--- src/design/gha_ram.sv ---
// ----------------------------------------------------------------------------
// gha_ram
// Generic simple dual-port RAM: one write port, one read port with the read
// data registered. Read data holds while no read is issued.
// ----------------------------------------------------------------------------
module gha_ram #(
  parameter int WIDTH = 16,
  parameter int DEPTH = 256
) (
  input  logic                     clk,
  input  logic                     wr_en,
  input  logic [$clog2(DEPTH)-1:0] wr_addr,
  input  logic [WIDTH-1:0]         wr_data,
  input  logic                     rd_en,
  input  logic [$clog2(DEPTH)-1:0] rd_addr,
  output logic [WIDTH-1:0]         rd_data
);

  logic [WIDTH-1:0] mem_r [DEPTH];
  logic [WIDTH-1:0] rd_data_r;

  always_ff @(posedge clk) begin
    if (wr_en) begin
      mem_r[wr_addr] <= wr_data;
    end
    if (rd_en) begin
      rd_data_r <= mem_r[rd_addr];
    end
  end

  assign rd_data = rd_data_r;

endmodule

--- config.mk ---
export PLATFORM = sky130hd
export DESIGN_NAME = gha_ram
export DESIGN_NICKNAME = d
export VERILOG_FILES = /design/src/design/gha_ram.sv
export SDC_FILE = /design/constraint.sdc
export NUM_CORES = 2
export LEC_CHECK = 0
export BUFFER_PORTS_ARGS = -buffer_cell sky130_fd_sc_hd__clkbuf_2
export CELL_PAD_IN_SITES_DETAIL_PLACEMENT = 1
export CELL_PAD_IN_SITES_GLOBAL_PLACEMENT = 1
export CORE_MARGIN = 2
export CORE_UTILIZATION = 61
export CTS_BUF_LIST = sky130_fd_sc_hd__clkbuf_16
export DETAILED_ROUTE_END_ITERATION = 6
export PLACE_DENSITY_LB_ADDON = 0.1
export SLEW_MARGIN = 20
export SYNTH_ARGS = -nofsm -noshare
export SYNTH_HDL_FRONTEND = slang
export SYNTH_SLANG_ARGS = --single-unit
--- constraint.sdc ---
create_clock -name clk -period 4.2 [get_ports clk]
set_input_delay 0.21 -clock clk [delete_from_list [all_inputs] [get_ports clk]]
set_output_delay 0.21 -clock clk [all_outputs]
set_load 0.05 [all_outputs]
---- Word-level counts from Yosys, hierarchy flattened ----
Memory sizes are Yosys's and may differ from the RTL's. A register that Yosys moved wholly into a read port is not among the register bits.
Index checks and enable logic that the tools add are counted.
operators by class
  bitwise operators ....................... 0
  $add $sub $neg .......................... 0
  reductions and logical operators ........ 0
  $lt $le $gt $ge ......................... 0
  shift-type cells ........................ 0
  $mul .................................... 0
  multiplexer cells ....................... 2
  divide/modulo/power cells ............... 0
  equal/unequal tests ..................... 0
operator list
  cell               number
  1-bit two-way mux  2
word-level totals
  output and inout bits ................... 16
  memories kept ........................... 1
  bits in latches ......................... 0
  register bits after elaboration ......... 0
  bits in writable memories ............... 4096
  ROM bits ................................ 0
  input bits .............................. 35
  word-level logic and storage cells ...... 3
memories
  memory  depth  width  rd ports  clocked after Yosys merged registers in  write ports  RTL line  source
  mem_r   256    16     1         1                                        1            19        logic [WIDTH-1:0] mem_r [DEPTH];

---- Depth between registers and ports, before layout ----
  depth after elaboration ................. 2
  mapped depth ............................ 12
  mapped depth without buffers ............ 6

---- Worst setup path before layout ----
No wires, ideal clock.
  path type ............................... input port to flip-flop
  start point ............................. input rd_addr[0]
  end point ............................... register rd_data_r[4], in the netlist rd_data[4], read port of mem_r (data pin)
  setup time .............................. 0.265 ns
  data required time ...................... 3.935 ns
  stages on the path ...................... 8
  slack ................................... 1.741 ns
  data arrival time ....................... 2.194 ns
  path buffers ............................ 3
  cells stage by stage .................... buf_6 buf_6 buf_2 mux4_2 mux4_2 a22o_1 o32ai_2 nor4_2
RTL lines
  what                RTL line  source
  start: declaration  15        input logic [$clog2(DEPTH)-1:0] rd_addr,
  end: declaration    20        logic [WIDTH-1:0] rd_data_r;

==> summary.md <==
| Metric | Value |
|---|---|
| Filler Cells Inserted | `around 20000` |
| Endpoint class of the critical path | `register` |
| 1st-iter DRT viols | `12391` |
| Crit path top cell by count | `mux4_2` |
| Routed WL | `between 400000 and 500000 µm` |
| Top delay family on crit path | `compound AO/OA/AOI/OAI gates` |
| Slew HR | `around 8.9%` |
| Vias in the first global route | `86718` |
| Largest family of logic cells by synthesized area | `multiplexers` |
| WL met1 | `approximately 170000 µm` |
| DIE HEIGHT | `between 500 and 600 µm` |
| Dpl cells | `10936` |
| Synth Warn # | `0` |
| GRT Resource Usage Total | `36.1%` |
| Yosys top cell area share | `between 70% and 80%` |
| Critical Path Sink | `rd_data[6]` |
| Post-Synth Simple-Gate Area | `1.57%` |
| Antenna viol nets, final | `0` |
| Worst Setup SP | `mem_r[16][6]` |
| Site Rows | `about 190` |
| CTS clk-pin slew, worst paths | `roughly 0.070 ns` |
| Hold WC Path Type | `primary input to register` |
| Critical register-to-register path endpoint | `rd_data[6]` |
| CTS tree | `yes` |
| Clock Skews | `roughly 0.038 ns` |
| Bufs on Longest Clock Path | `4` |
| Number of H-tree levels | `5` |
| Reg2Reg Launch Point | `mem_r[16][6]` |
| Setup TNS | `0 ns` |
| Met3 WL | `~57000 µm` |
| Max frequency | `0.290 GHz` |
| FF-to-FF path depth | `6` |
| Complex-gate fraction of the synthesized area | `about 3.5%` |
| Clock root cell | `clkbuf_16` |
| Number of port buffers | `50` |
| Routed via count | `about 84000` |
| Mux cell area share after synthesis | `~15%` |
| Top routing layer in use | `met5` |
| Number of sinks on the clock net | `approximately 4100` |
| Max-cap viol count | `0` |
| Post-synthesis sequential area ratio | `around 80%` |
| Power Density | `approximately 480 nW/µm²` |
| Area Overhead vs Synth | `13.3%` |
| Crit path max fanout | `1` |
| WL/cell | `40.4 µm` |
| Initial antenna violation count | `29` |
| Post-Synthesis Cells | `between 7000 and 8000` |
| Remaining DRCs | `0` |
| Final Hold Fails | `0` |
| Multi-input logic area | `roughly 33000 µm²` |
| Post-Synthesis Cell Area | `159000 µm²` |
| Post-synth top cells | `edfxtp_1, mux4_2, mux2i_1` |
| Xor/xnor share of the synthesized area | `0%` |
| First-pass DRT Iterations | `6` |
| Flops & latches, synth | `between 4000 and 5000` |
| Non-filler cells in the finished layout | `between 10000 and 15000` |
| Met2 WL post-DR | `around 220000 µm` |
| Instance count on the critical path | `6` |
| Global-route wire length before repair | `668000 µm` |
| GRT overflow | `0` |
| Startpoint Class | `register` |
| Die area | `~260000 µm²` |
| Slew @ Worst Pin | `~1.4 ns` |
| Post-cts gate resize count | `0` |
| I/O pin cnt | `a little over 50` |
| Final instance area | `180000 µm²` |
| Synth Area in Adders | `0%` |
| VDD IR max | `~0.50 mV` |
| Primary FF master, synth | `edfxtp_1` |
| Syn Nets | `~7400` |
| Starting Density | `between 60 and 70%` |
| Synth area leaders | `edfxtp_1, mux4_2, mux2i_1` |
| Core ar. | `roughly 260000 µm²` |
| GP Congestion | `slightly above 0.9` |
| Count leader, synth | `edfxtp_1` |
| Reg2Reg Setup Slack | `~0.75 ns` |
| DP HPWL | `between 200000 and 300000 µm` |
| Mean Syn Cell Area | `21.6 µm²` |
| WP data required | `a little under 5 ns` |
| Distinct cells, synth | `51` |
| Status | `complete, no violations` |
| Die width | `514 µm` |
| WP buf/inv | `1` |
| Fin crit share | `~82%` |
| Nets | `7998` |
| Clk_lat worst skew | `~0.95 ns` |
| CTS Buf Count | `a little over 400` |
| FF+latch area | `~120000 µm²` |
| Number of flops mapped to enable cells by yosys | `about 4000` |
| Cts-stage hold buffer count | `16` |
| Vias per inst | `around 7.1` |
| Fraction of registers with async set or reset after synthesis | `0%` |
| Post-CTS Setup Bufs | `0` |
| Top cell type by total area after synthesis | `edfxtp_1` |
| Area after DPL | `roughly 170000 µm²` |
| Crit path max-delay cell type | `o32ai_1` |
| Worst path cell trace | `mux4_2, mux4_2, a22o_1, o32ai_1, buf_4, nor4_1` |
| CP arrival | `between 4 and 5 ns` |
| Final count of pins violating max slew | `0` |
| Worst setup path category | `register to register` |
| Period minus WS final | `about 3.4 ns` |
| Max stage delay on crit path | `~1 ns` |
| Worst hold margin | `approximately 0.14 ns` |
| Final setup violation count | `0` |
| Unrepaired setup endpoints after global routing | `false` |
| Static Leak | `slightly below 60 nW` |
| Largest net degree at the start of global routing | `152` |
| Layout cell share with drive strength beyond 1 | `a little over a quarter` |
==> cells in the final DEF (no fill, tap or decap), types with 32 or more instances in the layout <==
cell type and n:
inv_1 74, o22ai_1 148, buf_12 76, buf_4 502, nor2_2 55, nor3_1 89, a22oi_1 43, mux4_2 797
clkbuf_16 423, nand2_1 38, nor2_1 248, a21oi_1 175, clkinv_2 83, a22o_1 32, edfxtp_1 4112, o21ai_0 36
clkinv_1 99, mux2i_1 565, bufinv_16 44, mux2_2 88, o221ai_1 252
==> cell families (layout without fill, tap and decap cells) <==
group | after synthesis | count (layout)
AO/OA/AOI/OAI | 786 | 786
buffers and inverters | 456 | 1402
flip-flops | 4112 | 4112
multiplexers | 1450 | 1450
other | 0 | 9
AND/OR/NAND/NOR | 556 | 556
==> where the power goes <==
| group | total [mW] | switching, mW | internal, mW |
|---|---|---|---|
| Clock | 36.7 | 15.8 | 20.9 |
| Sequential | 45.3 | 0.0518 | 45.3 |
| Combinational | 4.53 | 3.04 | 1.50 |
| Total | 86.5 | 18.9 | 67.6 |
==> per-layer routing <==
layer | global-route usage (%) | up-vias
met2 | 55.9 | 5767
met1 | 49.5 | 44186
met4 | 15.8 | 22
met5 | 0 | -
li1 | - | 32507
met3 | 9.02 | 1066
==> worst min path at each step <==
stage / startpoint / end / slack, ns / depth (start not counted)
floorplan: wr_data[0] / mem_r[0][0] / 0.31 / 0
global placement: wr_data[2] / mem_r[186][2] / 0.69 / 1
detailed placement: wr_data[2] / mem_r[186][2] / 0.71 / 1
CTS: rd_en / rd_data[4] / 0.06 / 1
global route: rd_en / rd_data[2] / 0.07 / 1
finish: rd_en / rd_data[2] / 0.14 / 1
==> sequential cells by signal, summed over array words and instances, names as in the netlist <==
name	cells
rd_data	16
mem_r	4096
==> area by class of cell <==
| class | instances | share of cell area (%) |
|---|---|---|
| Timing Repair Buffer | 643 | 3.28 |
| Inverter | 4 | 0.0153 |
| Clock inverter | 332 | 1.51 |
| Sequential cell | 4112 | 68.6 |
| Clock buffer | 423 | 5.88 |
| Tap cell | 3402 | 2.37 |
| Antenna cell | 9 | 0.0125 |
| Multi-Input combinational cell | 2792 | 18.3 |
==> through the flow <==
stage	setup WS, ns	total power [mW]	util, %
finish	0.753	86.5	69.4
global route	0.727	88.1	69.4
CTS	0.832	86.7	69.4
detailed placement	-0.0892	50.6	64.2
global placement	-0.100	50.4	64.2
floorplan	1.74	48.5	-
Note: power is estimated with default switching activity, not from simulation.
